--- src/rtl/point_sector_stride_filter_core_macros.svh ---
// ----------------------------------------------------------------------------
// Sector filter assertion macros
// Shared same-cycle and next-cycle implication assertion forms on clk / rst.
// ----------------------------------------------------------------------------
`ifndef POINT_SECTOR_STRIDE_FILTER_CORE_MACROS_SVH
`define POINT_SECTOR_STRIDE_FILTER_CORE_MACROS_SVH

// same-cycle implication
`define PSF_ASSERT_NOW(lbl, ante, cons, msg) \
  lbl: assert property (@(posedge clk) disable iff (rst) (ante) |-> (cons)) \
    else $error(msg);

// implication checked in the following cycle
`define PSF_ASSERT_NEXT(lbl, ante, cons, msg) \
  lbl: assert property (@(posedge clk) disable iff (rst) (ante) |=> (cons)) \
    else $error(msg);

`endif

--- src/rtl/psf_pkg.sv ---
// ----------------------------------------------------------------------------
// Sector filter package
// Widths, reset values, register map, pipeline types and the CORDIC angle table.
// ----------------------------------------------------------------------------
package psf_pkg;

  localparam int COORD_BITS   = 32;
  localparam int CORDIC_STEPS = 16;

  // internal CORDIC word: coordinates scaled up to sit just below 2^61
  localparam int CW       = 64;
  localparam int SCALE_SH = 62 - COORD_BITS;
  localparam int ZW       = 18;
  localparam int SW       = $clog2(CORDIC_STEPS);

  localparam int ADDR_W = 4;
  localparam int DATA_W = 32;
  localparam int ANG_W  = 17;

  localparam logic [7:0]              STRIDE_RST    = 8'd2;
  localparam logic                    SECTOR_ON_RST = 1'b1;
  localparam logic signed [ANG_W-1:0] ANGLE_MIN_RST = -17'sd10923;
  localparam logic signed [ANG_W-1:0] ANGLE_MAX_RST = 17'sd10923;

  // quarter turn in pi/32768 units
  localparam logic signed [ZW-1:0] QUARTER = 18'sd16384;

  typedef enum logic [1:0] {
    REG_STRIDE,
    REG_SECTOR_ON,
    REG_ANGLE_MIN,
    REG_ANGLE_MAX
  } reg_idx_t;

  typedef struct packed {
    logic [7:0]              stride;
    logic                    sector_on;
    logic signed [ANG_W-1:0] angle_min;
    logic signed [ANG_W-1:0] angle_max;
  } cfg_t;

  // what travels alongside the bearing computation
  typedef struct packed {
    logic signed [COORD_BITS-1:0] px;
    logic signed [COORD_BITS-1:0] py;
    logic signed [COORD_BITS-1:0] pz;
    logic                         pass;    // stride and finiteness passed
    logic                         origin;
    logic                         first;
    logic                         last;
  } tag_t;

  typedef struct packed {
    logic                 valid;
    tag_t                 tag;
    logic signed [CW-1:0] x;
    logic signed [CW-1:0] y;
    logic signed [ZW-1:0] z;
  } stage_t;

  // atan(2^-i) in pi/32768 units, rounded
  function automatic logic signed [ZW-1:0] atan_lut(input logic [4:0] i);
    logic signed [ZW-1:0] r;
    r = '0;
    case (i)
      5'd0:  r = 18'sd8192;
      5'd1:  r = 18'sd4836;
      5'd2:  r = 18'sd2555;
      5'd3:  r = 18'sd1297;
      5'd4:  r = 18'sd651;
      5'd5:  r = 18'sd326;
      5'd6:  r = 18'sd163;
      5'd7:  r = 18'sd81;
      5'd8:  r = 18'sd41;
      5'd9:  r = 18'sd20;
      5'd10: r = 18'sd10;
      5'd11: r = 18'sd5;
      5'd12: r = 18'sd3;
      5'd13: r = 18'sd1;
      5'd14: r = 18'sd1;
      default: r = '0;
    endcase
    return r;
  endfunction

endpackage

--- src/rtl/psf_ifs.sv ---
// ----------------------------------------------------------------------------
// Sector filter channels
// Point input channel and filter result channel, valid/ready handshake.
// ----------------------------------------------------------------------------
interface psf_pt_if import psf_pkg::*; ();
  logic                         valid;
  logic                         ready;
  logic signed [COORD_BITS-1:0] px;
  logic signed [COORD_BITS-1:0] py;
  logic signed [COORD_BITS-1:0] pz;
  logic                         not_finite;
  logic                         cloud_first;
  logic                         cloud_last;

  modport source (output valid, px, py, pz, not_finite, cloud_first, cloud_last,
                  input ready);
  modport sink   (input valid, px, py, pz, not_finite, cloud_first, cloud_last,
                  output ready);
endinterface


--- src/rtl/psf_entry.sv ---
// ----------------------------------------------------------------------------
// Sector filter entry cell
// Stride phase tracking, finiteness check and quadrant pre-rotation.
// ----------------------------------------------------------------------------
module psf_entry import psf_pkg::*; (
  input  logic        clk,
  input  logic        rst,
  input  logic        en,
  input  logic [7:0]  stride,
  psf_pt_if.sink      pt,
  output stage_t      st
);

  logic [7:0]           phase;
  logic [7:0]           phase_next;
  logic [7:0]           ph;
  logic [7:0]           eff;
  logic [8:0]           nxt;
  logic signed [CW-1:0] xs;
  logic signed [CW-1:0] ys;
  logic signed [CW-1:0] x0;
  logic signed [CW-1:0] y0;
  logic signed [ZW-1:0] z0;

  assign pt.ready = en;

  always_comb begin
    ph  = pt.cloud_first ? 8'd0 : phase;
    eff = (stride == 8'd0) ? 8'd1 : stride;
    nxt = {1'b0, ph} + 9'd1;
    // a phase left above a newly lowered stride wraps here as well
    phase_next = (pt.cloud_last || nxt >= {1'b0, eff}) ? 8'd0 : nxt[7:0];
  end

  // rotate the left half plane by a quarter turn before the CORDIC steps
  always_comb begin
    xs = CW'(pt.px) <<< SCALE_SH;
    ys = CW'(pt.py) <<< SCALE_SH;
    x0 = xs;
    y0 = ys;
    z0 = '0;
    if (xs[CW-1]) begin
      if (!ys[CW-1]) begin
        x0 = ys;
        y0 = -xs;
        z0 = QUARTER;
      end else begin
        x0 = -ys;
        y0 = xs;
        z0 = -QUARTER;
      end
    end
  end

  always_ff @(posedge clk) begin
    if (rst) begin
      phase    <= '0;
      st.valid <= 1'b0;
    end else if (en) begin
      st.valid <= pt.valid;
      if (pt.valid) begin
        phase         <= phase_next;
        st.tag.px     <= pt.px;
        st.tag.py     <= pt.py;
        st.tag.pz     <= pt.pz;
        st.tag.pass   <= (ph == 8'd0) && !pt.not_finite;
        st.tag.origin <= (pt.px == '0) && (pt.py == '0);
        st.tag.first  <= pt.cloud_first;
        st.tag.last   <= pt.cloud_last;
        st.x          <= x0;
        st.y          <= y0;
        st.z          <= z0;
      end
    end
  end

endmodule

--- src/flat_wrapper.sv ---
// flat-port wrapper written by rule: the top's interface ports become plain ports
module psf_entry_flat import psf_pkg::*;
  (clk, rst, en, stride, st, pt_valid, pt_px, pt_py, pt_pz, pt_not_finite, pt_cloud_first, pt_cloud_last, pt_ready);
  psf_pt_if pt_i ();
  input  logic clk;
  input  logic rst;
  input  logic en;
  input  logic [7:0] stride;
  output stage_t st;
  input wire logic [$bits(pt_i.valid)-1:0] pt_valid;
  input wire logic [$bits(pt_i.px)-1:0] pt_px;
  input wire logic [$bits(pt_i.py)-1:0] pt_py;
  input wire logic [$bits(pt_i.pz)-1:0] pt_pz;
  input wire logic [$bits(pt_i.not_finite)-1:0] pt_not_finite;
  input wire logic [$bits(pt_i.cloud_first)-1:0] pt_cloud_first;
  input wire logic [$bits(pt_i.cloud_last)-1:0] pt_cloud_last;
  output wire logic [$bits(pt_i.ready)-1:0] pt_ready;
  assign pt_i.valid = pt_valid;
  assign pt_i.px = pt_px;
  assign pt_i.py = pt_py;
  assign pt_i.pz = pt_pz;
  assign pt_i.not_finite = pt_not_finite;
  assign pt_i.cloud_first = pt_cloud_first;
  assign pt_i.cloud_last = pt_cloud_last;
  assign pt_ready = pt_i.ready;
  psf_entry u_core (.clk(clk), .rst(rst), .en(en), .stride(stride), .pt(pt_i), .st(st));
endmodule
--- config.mk ---
export PLATFORM = sky130hd
export DESIGN_NAME = psf_entry_flat
export DESIGN_NICKNAME = d
export VERILOG_FILES = /design/src/rtl/point_sector_stride_filter_core_macros.svh /design/src/rtl/psf_pkg.sv /design/src/rtl/psf_ifs.sv /design/src/rtl/psf_entry.sv /design/src/flat_wrapper.sv
export SDC_FILE = /design/constraint.sdc
export NUM_CORES = 1
export LEC_CHECK = 0
export BUFFER_PORTS_ARGS = -buffer_cell sky130_fd_sc_hd__buf_4
export CAP_MARGIN = 20
export CORE_AREA = 2 2 191 156
export DETAILED_ROUTE_END_ITERATION = 10
export DIE_AREA = 0 0 193 158
export GPL_ROUTABILITY_DRIVEN = 0
export PLACE_DENSITY = 0.56
export SLEW_MARGIN = 30
export SYNTH_ARGS = -nofsm -noshare
export SYNTH_HDL_FRONTEND = slang
export SYNTH_SLANG_ARGS = --single-unit
--- constraint.sdc ---
create_clock -name clk -period 17.8 [get_ports clk]
set_input_delay 2.67 -clock clk [delete_from_list [all_inputs] [get_ports clk]]
set_output_delay 2.67 -clock clk [all_outputs]
set_load 0.01 [all_outputs]
==> key figures <==
Power and ir drop
  – PwrDens: 88.3 nW/µm²
  – Leakage: 4.47 nW
  – Peak supply drop: 65.0 µV

STA
  – RSZ-0062 raised after global routing: false
  – Setup violations, final: 0
  – Worst Tran Pin Value: 0.882 ns
  – Max-Slew Margin vs Limit: 41.0%
  – Max Slew Vio Count: 0
  – Setup TNS: 0 ns
  – Post-Route Skew: 0.00993 ns
  – Final hold violation count: 0
  – Crit path time final: 5.59 ns
  – FMAX: 0.179 GHz
  – Period utilisation layout: 31.4%

Place
  – Port-buffer cells: 284
  – Final HPWL DP: 17.0 mm
  – DP Area: 10700 µm²

Critical path
  – Critical Path Max Stage Delay: 0.13 ns
  – Setup CP Type: input port to output pin
  – Crit path cell chain: buf_4 > buf_4
  – CP Max Fanout: 4
  – Crit path max-delay family: buffers and inverters
  – Kind of start point of the critical path: input port
  – Critical path's most frequent cell: buf_4
  – Crit path DAT: 2.92 ns
  – Reg2reg setup slack: 14.85 ns
  – CP required: 15.13 ns
  – Crit end category: output pin
  – Crit path max-delay cell type: buf_4
  – CP bufs+invs: 2

Drt
  – Routed WL: 24.1 mm
  – Residual DRC: 0
  – ANT nets after route: 0
  – Drt first pass iters: 4
  – Iteration-0 DRC Markers: 267
  – DR WL/cell: 17.8 µm
  – Via density: 4.47
  – Via count: 6037

Synthesis
  – Top cells by area, synth: edfxtp_1, buf_4, a21oi_1
  – Cell taking the most area after synthesis: edfxtp_1
  – Fraction of registers with async set/reset: 0%
  – Gate Count Post-Synth: 682
  – EDFF count, synth: 170
  – Yosys cell types: 47
  – Avg Synthesized Cell Area: 12.4 µm²
  – Post-synth top flop: edfxtp_1
  – Synth Cell Area: 8440 µm²
  – Post-synth top area share: 60.5%
  – Register area share after synthesis: 62.6%
  – Number of synthesized register bits: 179
  – Yosys warning total: 0

CTS
  – Clock Latency Late Sink: 0.43 ns
  – CTS Hold Bufs: 0
  – CTS tree: done
  – # clock sinks: 179
  – Post-CTS Setup Inserts: 0
  – H-tree depth: 4
  – Clk root buf: clkbuf_16
  – TritonCTS buffer count: 17
  – Clock tree buffer depth: 2
  – Clock-pin slew on the worst setup and hold paths: 0.07 ns
  – CTS resizes: 0

GRT
  – First-pass GRT wire length: 34.3 mm
  – GRT Overall Usage: 15.3%
  – Vias in the first global route: 5692
  – GR Overflow Total: 0
  – Initial antenna violation count: 1
  – Largest net degree at the start of global routing: 171

Min path
  – Hold WC Path Type: register to register

Floorplan
  – IO Pins: 359
  – DIE HEIGHT: 158 µm
  – Initial Utilization: 29.4%
  – Core area: 28700 µm²
  – # rows: 56
  – Die Wd: 193 µm
  – Die area: 30500 µm²

Status
  – Status: finished, final reports clean

Layout
  – Area Overhead vs Synth: 34.2%
  – Post-Layout Inst Area: 11300 µm²
  – # nets final: 1082
  – Final Util: 39.4%
  – Layout cells sized above 1: 34.7%

Job
  – MaxCap Viol Count: 0
[cell usage after synthesis (2+ instances only)]
cell type / number
nor4_4: 2
buf_4: 77
inv_1: 20
or4_1: 4
or2_2: 4
o41ai_1: 6
nor2b_1: 3
xor2_1: 31
nand2_1: 15
o41ai_2: 2
ha_1: 11
nor3_1: 12
o31ai_1: 9
o21ai_0: 9
dfxtp_1: 9
nand3_1: 7
nor4_1: 9
a22o_1: 7
nand2b_1: 4
a41oi_1: 8
nor3b_1: 2
a21oi_1: 74
or3_1: 5
edfxtp_1: 170
a31oi_1: 8
mux2i_1: 2
nor4_2: 3
nor2_1: 88
or4_4: 2
nand4_1: 6
clkbuf_1: 26
xnor2_1: 32
[placed cells by master, fill, tap and decap left out, types with 9 or more instances in the layout]
cell type / n
nor4_1: 9
nor2_1: 87
ha_1: 11
o21ai_0: 9
xor2_1: 31
buf_4: 286
nand2_1: 15
o31ai_1: 9
a21oi_1: 74
conb_1: 76
xnor2_1: 32
edfxtp_1: 170
clkbuf_16: 17
dfxtp_1: 9
nor3_1: 12
inv_1: 20
[state kept, by name (all words and copies together) (netlist names)]
register / count
u_core.phase: 8
u_core.st: 171
[final timing paths]
check / cells after the start / startpoint / end
setup reg to reg: 9 / u_core.phase[2] / u_core.phase[1]
hold reg to reg: 2 / u_core.st[246] / u_core.st[246]
hold / removal: 2 / u_core.st[246] / u_core.st[246]
setup / recovery: 2 / en / pt_ready
[where the power goes]
group          switching, W  internal [W]  leakage, nW
Sequential       0.00000578      0.000484         1.64
Clock              0.000190      0.000188        0.286
Combinational     0.0000743     0.0000576         2.54
[cell type report]
cell class / instances / area (µm²)
fill: 2787 / 17400
inverter: 20 / 75.1
multi-input combinational: 454 / 2700
clock inverter: 15 / 166
antenna: 2 / 5.00
sequential: 179 / 5290
tap: 377 / 472
clock buffer: 17 / 425
timing repair buffer: 288 / 2190
[through the flow]
stage	worst slack [ns]	hold WS (ns)	total power (W)	std cells
floorplan	7.30	0.478	0.000574	757
global placement	12.21	0.465	0.000631	1317
detailed placement	12.21	0.463	0.000632	1317
CTS	12.21	0.475	0.00102	1349
global route	12.20	0.499	0.00104	1351
finish	12.21	0.476	0.00100	1352
[cell families after synthesis]
logic type	count (synthesis)	share of synthesized area, %
buf+inv	124	8.95
fa+ha+maj	11	1.63
xor+xnor	63	6.54
mux	3	0.371
compound gates	129	9.49
simple gates	172	10.4
flops	179	62.6
other cells	1	0.0444
[layer usage]
layer | wire length [µm] | GRT usage, % | up-vias
met1 | 10500 | 19.5 | 2818
li1 | - | - | 2917
met2 | 10900 | 24.3 | 286
met4 | 306 | 4.58 | 0
met3 | 2350 | 5.54 | 16
met5 | 0 | 0 | -
Power figures use the tool's default switching activity.
