File: src/rtl/point_sector_stride_filter_core_macros.svh
// ----------------------------------------------------------------------------
// Sector filter assertion macros
// Shared same-cycle and next-cycle implication assertion forms on clk / rst.
// ----------------------------------------------------------------------------
`ifndef POINT_SECTOR_STRIDE_FILTER_CORE_MACROS_SVH
`define POINT_SECTOR_STRIDE_FILTER_CORE_MACROS_SVH

// same-cycle implication
`define PSF_ASSERT_NOW(lbl, ante, cons, msg) \
  lbl: assert property (@(posedge clk) disable iff (rst) (ante) |-> (cons)) \
    else $error(msg);

// implication checked in the following cycle
`define PSF_ASSERT_NEXT(lbl, ante, cons, msg) \
  lbl: assert property (@(posedge clk) disable iff (rst) (ante) |=> (cons)) \
    else $error(msg);

`endif

File: src/rtl/psf_pkg.sv
// ----------------------------------------------------------------------------
// Sector filter package
// Widths, reset values, register map, pipeline types and the CORDIC angle table.
// ----------------------------------------------------------------------------
package psf_pkg;

  localparam int COORD_BITS   = 32;
  localparam int CORDIC_STEPS = 16;

  // internal CORDIC word: coordinates scaled up to sit just below 2^61
  localparam int CW       = 64;
  localparam int SCALE_SH = 62 - COORD_BITS;
  localparam int ZW       = 18;
  localparam int SW       = $clog2(CORDIC_STEPS);

  localparam int ADDR_W = 4;
  localparam int DATA_W = 32;
  localparam int ANG_W  = 17;

  localparam logic [7:0]              STRIDE_RST    = 8'd2;
  localparam logic                    SECTOR_ON_RST = 1'b1;
  localparam logic signed [ANG_W-1:0] ANGLE_MIN_RST = -17'sd10923;
  localparam logic signed [ANG_W-1:0] ANGLE_MAX_RST = 17'sd10923;

  // quarter turn in pi/32768 units
  localparam logic signed [ZW-1:0] QUARTER = 18'sd16384;

  typedef enum logic [1:0] {
    REG_STRIDE,
    REG_SECTOR_ON,
    REG_ANGLE_MIN,
    REG_ANGLE_MAX
  } reg_idx_t;

  typedef struct packed {
    logic [7:0]              stride;
    logic                    sector_on;
    logic signed [ANG_W-1:0] angle_min;
    logic signed [ANG_W-1:0] angle_max;
  } cfg_t;

  // what travels alongside the bearing computation
  typedef struct packed {
    logic signed [COORD_BITS-1:0] px;
    logic signed [COORD_BITS-1:0] py;
    logic signed [COORD_BITS-1:0] pz;
    logic                         pass;    // stride and finiteness passed
    logic                         origin;
    logic                         first;
    logic                         last;
  } tag_t;

  typedef struct packed {
    logic                 valid;
    tag_t                 tag;
    logic signed [CW-1:0] x;
    logic signed [CW-1:0] y;
    logic signed [ZW-1:0] z;
  } stage_t;

  // atan(2^-i) in pi/32768 units, rounded
  function automatic logic signed [ZW-1:0] atan_lut(input logic [4:0] i);
    logic signed [ZW-1:0] r;
    r = '0;
    case (i)
      5'd0:  r = 18'sd8192;
      5'd1:  r = 18'sd4836;
      5'd2:  r = 18'sd2555;
      5'd3:  r = 18'sd1297;
      5'd4:  r = 18'sd651;
      5'd5:  r = 18'sd326;
      5'd6:  r = 18'sd163;
      5'd7:  r = 18'sd81;
      5'd8:  r = 18'sd41;
      5'd9:  r = 18'sd20;
      5'd10: r = 18'sd10;
      5'd11: r = 18'sd5;
      5'd12: r = 18'sd3;
      5'd13: r = 18'sd1;
      5'd14: r = 18'sd1;
      default: r = '0;
    endcase
    return r;
  endfunction

endpackage

File: src/rtl/psf_cfg.sv
// ----------------------------------------------------------------------------
// Sector filter configuration registers
// APB-style register file: stride, sector enable and the bearing window.
// ----------------------------------------------------------------------------
module psf_cfg import psf_pkg::*; (
  input  logic              clk,
  input  logic              rst,
  input  logic              psel,
  input  logic              penable,
  input  logic              pwrite,
  input  logic [ADDR_W-1:0] paddr,
  input  logic [DATA_W-1:0] pwdata,
  output logic [DATA_W-1:0] prdata,
  output cfg_t              cfg
);

  cfg_t     regs;
  reg_idx_t idx;
  logic     wr;

  assign idx = reg_idx_t'(paddr[ADDR_W-1:2]);
  assign wr  = psel && penable && pwrite;
  assign cfg = regs;

  always_ff @(posedge clk) begin
    if (rst) begin
      regs.stride    <= STRIDE_RST;
      regs.sector_on <= SECTOR_ON_RST;
      regs.angle_min <= ANGLE_MIN_RST;
      regs.angle_max <= ANGLE_MAX_RST;
    end else if (wr) begin
      case (idx)
        REG_STRIDE:    regs.stride    <= pwdata[7:0];
        REG_SECTOR_ON: regs.sector_on <= pwdata[0];
        REG_ANGLE_MIN: regs.angle_min <= pwdata[ANG_W-1:0];
        REG_ANGLE_MAX: regs.angle_max <= pwdata[ANG_W-1:0];
        default: ;
      endcase
    end
  end

  always_comb begin
    prdata = '0;
    case (idx)
      REG_STRIDE:    prdata = DATA_W'(regs.stride);
      REG_SECTOR_ON: prdata = DATA_W'(regs.sector_on);
      REG_ANGLE_MIN: prdata = DATA_W'(regs.angle_min);
      REG_ANGLE_MAX: prdata = DATA_W'(regs.angle_max);
      default:       prdata = '0;
    endcase
  end

endmodule

File: config.mk
export PLATFORM = sky130hd
export DESIGN_NAME = psf_cfg
export DESIGN_NICKNAME = d
export VERILOG_FILES = /design/src/rtl/point_sector_stride_filter_core_macros.svh /design/src/rtl/psf_pkg.sv /design/src/rtl/psf_cfg.sv
export SDC_FILE = /design/constraint.sdc
export NUM_CORES = 1
export LEC_CHECK = 0
export BUFFER_PORTS_ARGS = -buffer_cell sky130_fd_sc_hd__buf_2
export CORE_MARGIN = 5
export CORE_UTILIZATION = 30
export DETAILED_ROUTE_END_ITERATION = 8
export PLACE_DENSITY_LB_ADDON = 0.08
export SKIP_CTS_REPAIR_TIMING = 1
export SLEW_MARGIN = 10
export SYNTH_ARGS = -nofsm -noshare
export SYNTH_HDL_FRONTEND = slang
export SYNTH_SLANG_ARGS = --single-unit
File: constraint.sdc
create_clock -name clk -period 1.5 [get_ports clk]
set_input_delay 0 -clock clk [delete_from_list [all_inputs] [get_ports clk]]
set_output_delay 0 -clock clk [all_outputs]
set_load 0.1 [all_outputs]
==> impl_results.md, run 1 <==
* Share of cells above drive strength 1 at 0.5623
* Cell count after synthesis at 234
* Drt wl/cell at 14.09 µm
* Routed wire length at 6029 µm
* Peak per-stage delay on the critical path at 0.44 ns
* Final Hold Slack at -0.01798 ns
* Pwr/cell area at 845.8 mW/mm²
* Area added between synthesis and finish at 59.68%
* DR vias at 1,849
* Max FO, Critical Path at 3
* Die area at 0.009307 mm²
* CTS root buf: clkbuf_8
* Netlist cell types at 20
* Initial antenna violation count at 0
* Max_cap viols at 0
* Final min period at 1.370 ns
* Leak at 1.503 nW
* Post-DRT Antenna Nets at 0
* Worst-path cell chain: mux4_2, buf_2
* Mean Syn Cell Area at 9.587 µm²
* Final count of negative-setup-slack endpoints at 0
* Core area at 0.007253 mm²
* RSZ-0062 raised after global routing: false
* NumNets Final at 370
* Buf/Inv on CP at 1
* Hold Path Class: input port to flip-flop
* Slowest stage cell on the critical path: mux4_2
* Dpl ws at 0.2069 ns
* Slew @ Worst Pin at 0.5084 ns
* Crit. End Element: output port
* Startpoint Class: flip-flop
* Inst Count DP at 409
* Vias in the first global route at 1,872
* Final Slew Violations at 0
* DR DRC count at 0
* Cell family with most CP delay: multiplexers
* Failing checks: hold timing
* Post-DR vias/cell at 4.320
* Hold Vio Cnt, Final at 5
* Die height at 96.48 µm
* Worst Skew at 0 ns
* Final period util at 0.9136
* Final GP Congestion at 0.7022
* GR Util All Layers at 0.1329
* Worst path arrival time at 1.37 ns
* VDD IR max at 0.3480 mV
* Initial Util at 0.3093
* F_max at 0.7297 GHz
* Final Util at 0.4939
* Largest net degree at the start of global routing at 77
* Global-route wire length before repair at 9515 µm
* Detailed placement HPWL at 4401 µm
* Antenna fix cells at 0
* Clk Latency, worst-skew pair at 0.29 ns
* FF+latch count, synth at 43
* Die Wd at 96.48 µm
* Num Clock Sinks at 43
* Rows at 31
* Synth Cell Area at 0.002243 mm²
* Part of the Yosys area used for sequential elements at 0.3837
* Largest register FFs at 43
* Max H-tree Level at 2
* Slew headroom at 0.6634
* Ys Warns at 0
* CTS tree: built
* CP required at 1.50 ns
* Iter 0 DRT Violations at 45
* Number of detailed-route iterations in the first pass at 4
* Syn Nets at 275
* CTS Buf Count at 5
* Final worst-path setup slack at 0.1297 ns
* Reg2reg setup slack at 0.87 ns
* I/O pin count at 116
* Final cell count without fillers at 428
* Outcome: finished, violations left
* Gr ovfl total at 0
* Worst-path clk slew at 0.08 ns
* Overall power at 3.030 mW
* CP Class: flip-flop to output port
* Clock Path Buffers at 2
* Buffers on Ports at 98
report_power, final:
| part | switching [mW] | internal, mW |
|---|---|---|
| Combinational | 0.689 | 0.363 |
| Clock | 0.390 | 0.422 |
| Sequential | 0.0115 | 1.15 |
through the flow:
step	setup TNS (ns)	instance area, µm²
after floorplan	-3.950	2404
after global placement	0	3364
after detailed placement	0	3364
after CTS	0	3462
after global routing	0	3582
final	0	3582
layout make-up:
class                   count  area [µm²]
fillers                   681        3671
flip-flops and latches     43       919.6
multi-input cells         160        1272
clock buffers               7       97.59
well taps                  99       123.9
repair buffers            119        1169
worst min-delay path, cell delays in order:
cell and delay [ns]:
buf_2 0.09, nor2_1 0.04, mux2i_1 0.11
kinds of logic after synthesis:
kind of cell           count (synthesis)  synth area share
buffers and inverters                 31           0.09091
AND/OR/NAND/NOR                       92            0.2197
AO/OA/AOI/OAI                          9           0.03291
multiplexers                          59            0.2727
flip-flops                            43            0.3837
worst paths after layout:
| path | from | depth (start not counted) | to |
|---|---|---|---|
| worst min register to register | cfg[10] | 2 | cfg[10] |
| worst max-delay path | cfg[0] | 2 | prdata[0] |
| worst max register to register | cfg[33] | 2 | cfg[33] |
| worst min-delay path | pwdata[4] | 3 | cfg[21] |
synthesized netlist by cell type, drive strengths merged:
library cell	count	area, µm²
and3	2	17.52
nand3	2	10.01
o31ai	1	7.510
a21oi	1	5.000
clkbuf	8	30.03
mux2i	51	510.5
nor2b	9	56.30
nor2	38	150.1
mux2	7	78.83
nor3b	2	15.01
nand2b	38	237.7
buf	23	173.9
dfxtp	43	860.8
mux4	1	22.52
nand2	1	6.260
a22o	7	61.31
layer usage:
metal	vias to the layer above	global-route usage	part of all wire
met5	-	0	0
li1	952	-	-
met1	838	0.1755	0.46
met3	4	0.03641	0.061
met4	0	0.03505	0.0080
met2	55	0.2138	0.47
placed cells by master, fill, tap and decap left out:
cell type      instances
nor2_4                 1
dfxtp_4                2
nor2_1                37
mux2_2                 7
clkbuf_16              1
a21oi_1                1
mux2i_1               50
nand3_1                2
buf_12                33
nor3b_2                1
nor2b_4                9
and3_4                 1
mux4_2                 1
nand2b_1              38
dfxtp_2               41
and3_1                 1
dlygate4sd3_1         12
o31ai_1                1
buf_2                 67
clkbuf_8               5
buf_4                  7
nand2_2                1
clkbuf_1               1
a22o_2                 7
mux2i_4                1
nor3b_1                1
(Power assumes the default switching activity.)
==> run 2: changes to the inputs <==
--- a/config.mk
+++ b/config.mk
@@ -9,7 +9,7 @@
 export CORE_MARGIN = 5
 export CORE_UTILIZATION = 30
 export DETAILED_ROUTE_END_ITERATION = 8
-export PLACE_DENSITY_LB_ADDON = 0.08
+export PLACE_DENSITY = 0.62
 export SKIP_CTS_REPAIR_TIMING = 1
 export SLEW_MARGIN = 10
 export SYNTH_ARGS = -nofsm -noshare
==> run 2 against run 1 <==
  * The flow still finishes with violations (hold timing)
  * Largest cell class unchanged
  * Fmax down 0.48%
  * Sequential share of layout area about the same
  * Sequential power about the same
  * Combinational power about the same
  * Critical path depth unchanged
  * Clock skew unchanged
  * Final cell count up 0.23%
==> impl_results.md, run 2 (synthesis gave the netlist of run 1 again) <==
* DR DRC count at 0 (unchanged)
* CP required at 1.50 ns (about the same)
* Num Clock Sinks at 43 (unchanged)
* Hold Vio Cnt, Final at 9 (was 5)
* Final period util at 0.9180 (was 0.9136)
* CTS root buf: clkbuf_8 (unchanged)
* Commonest cells after routing, fill and taps aside: buf_2 (67), mux2i_1 (50), dfxtp_2 (41) (unchanged)
* Max H-tree Level at 2 (unchanged)
* VDD IR max at 0.4741 mV (was 0.3480 mV)
* DR vias at 1,906 (was 1,849)
* Gr ovfl total at 0 (unchanged)
* Largest net degree at the start of global routing at 77 (unchanged)
* Crit. End Element: output port (unchanged)
* Largest register FFs at 43 (unchanged)
* Antenna fix cells at 0 (unchanged)
* Die area at 0.009307 mm² (unchanged)
* Die Wd at 96.48 µm (unchanged)
* Area added between synthesis and finish at 59.51% (was 59.68%)
* F_max at 0.7262 GHz (was 0.7297 GHz)
* Layout fillers at 695 (was 681)
* Cell Area, Placed at 0.003385 mm² (was 0.003364 mm²)
* Met3 wire length at 345 µm (was 368 µm)
* CTS Buf Count at 5 (unchanged)
* Detailed placement HPWL at 4508 µm (was 4401 µm)
* Area taken by multi-input logic gates at 0.001272 mm² (unchanged)
* GR Util All Layers at 0.1314 (was 0.1329)
* Final min period at 1.377 ns (was 1.370 ns)
* Buffers on Ports at 98 (unchanged)
* Clk Latency, worst-skew pair at 0.29 ns (about the same)
* Rows at 31 (unchanged)
* Storage element area at 919.6 µm² (unchanged)
* Final GP Congestion at 0.7100 (was 0.7022)
* Die height at 96.48 µm (unchanged)
* CP Class: flip-flop to output port (unchanged)
* CTS tree: built (unchanged)
* Final Util at 0.4934 (was 0.4939)
* Initial Util at 0.3093 (unchanged)
* Wl on met1 at 2495 µm (was 2787 µm)
* RSZ-0062 raised after global routing: false (unchanged)
* Failing checks: hold timing (unchanged)
* Final Slew Violations at 0 (unchanged)
* Leak at 1.504 nW (was 1.503 nW)
* DR top layer: met4 (unchanged)
* Most common cell after layout, fill and taps aside: buf_2 (unchanged)
* Worst path arrival time at 1.38 ns (was 1.37 ns)
* Pwr/cell area at 820.8 mW/mm² (was 845.8 mW/mm²)
* Max_cap viols at 0 (unchanged)
* Core area at 0.007253 mm² (unchanged)
* Worst-path clk slew at 0.09 ns (was 0.08 ns)
* Slew @ Worst Pin at 0.5106 ns (was 0.5084 ns)
* Final Instance Area at 0.003578 mm² (was 0.003582 mm²)
* Final Hold Slack at -0.02817 ns (was -0.01798 ns)
* Routed wire length at 6107 µm (was 6029 µm)
* Clock Path Buffers at 2 (unchanged)
* Hold Path Class: input port to flip-flop (unchanged)
* Max FO, Critical Path at 3 (unchanged)
* Inst Count DP at 410 (was 409)
* Iter 0 DRT Violations at 60 (was 45)
* Global-route wire length before repair at 9459 µm (was 9515 µm)
* NumNets Final at 370 (unchanged)
* Startpoint Class: flip-flop (unchanged)
* I/O pin count at 116 (unchanged)
* Share of cells above drive strength 1 at 0.5697 (was 0.5623)
* Post-DRT Antenna Nets at 0 (unchanged)
* Number of detailed-route iterations in the first pass at 4 (unchanged)
* Slew headroom at 0.6620 (was 0.6634)
* Outcome: finished, violations left (unchanged)
* Reg2reg setup slack at 0.86 ns (was 0.87 ns)
* Routed wl met2 at 3169 µm (was 2824 µm)
* Worst Skew at 0 ns (unchanged)
* Drt wl/cell at 14.24 µm (was 14.09 µm)
* Post-DR vias/cell at 4.443 (was 4.320)
* Initial antenna violation count at 0 (unchanged)
* Vias in the first global route at 1,859 (was 1,872)
* Final count of negative-setup-slack endpoints at 0 (unchanged)
* Final cell count without fillers at 429 (was 428)
## run 2: cell types whose count changed in the layout (fill, tap and decap cells not counted), sizes merged
cell	before	now
clkinv	0	3
clkbuf	7	5
buf	107	108
dlygate4sd3	12	11
## run 2: path summary, 6_finish.rpt
kind,end,start,cells after the start
max,prdata[0],cfg[0],2
min,cfg[14],pwdata[14],3
max reg2reg,cfg[41],cfg[41],2
min reg2reg,cfg[14],cfg[14],2
## run 2: worst max-delay path: stages, from the launching register on
cell	delay, ns
dfxtp_2	0.33
mux4_2	0.45
buf_2	0.30
## run 2: cell type report
type | count | share of cell area
multi-input combinational | 160 | 0.3556
timing repair buffer | 119 | 0.3294
sequential | 43 | 0.2570
tap | 99 | 0.03462
clock buffer | 5 | 0.01923
clock inverter | 3 | 0.004196
## run 2: per-stage QoR
| stage | hold WS (ns) | total power, mW | TNS [ns] | setup WS, ns |
|---|---|---|---|---|
| after floorplan | 0.1402 | 1.924 | -3.950 | -0.2742 |
| after global placement | 0.2648 | 2.228 | 0 | 0.3679 |
| after detailed placement | 0.2718 | 2.235 | 0 | 0.3509 |
| after CTS | -0.05489 | 2.964 | 0 | 0.1063 |
| after global routing | 0.002403 | 3.058 | 0 | 0.09045 |
| final | -0.02817 | 2.937 | 0 | 0.1230 |
## run 2: power breakdown
part	leakage, nW	switching (mW)	total [mW]	internal [mW]
clock	0.0477	0.396	0.715	0.319
combinational	1.11	0.691	1.06	0.365
sequential	0.350	0.0116	1.17	1.15
## run 2: layer usage
layer	up-vias	GRT usage
li1	956	-
met1	876	0.1603
met2	64	0.2259
met3	10	0.03098
met4	0	0.04556
met5	-	0
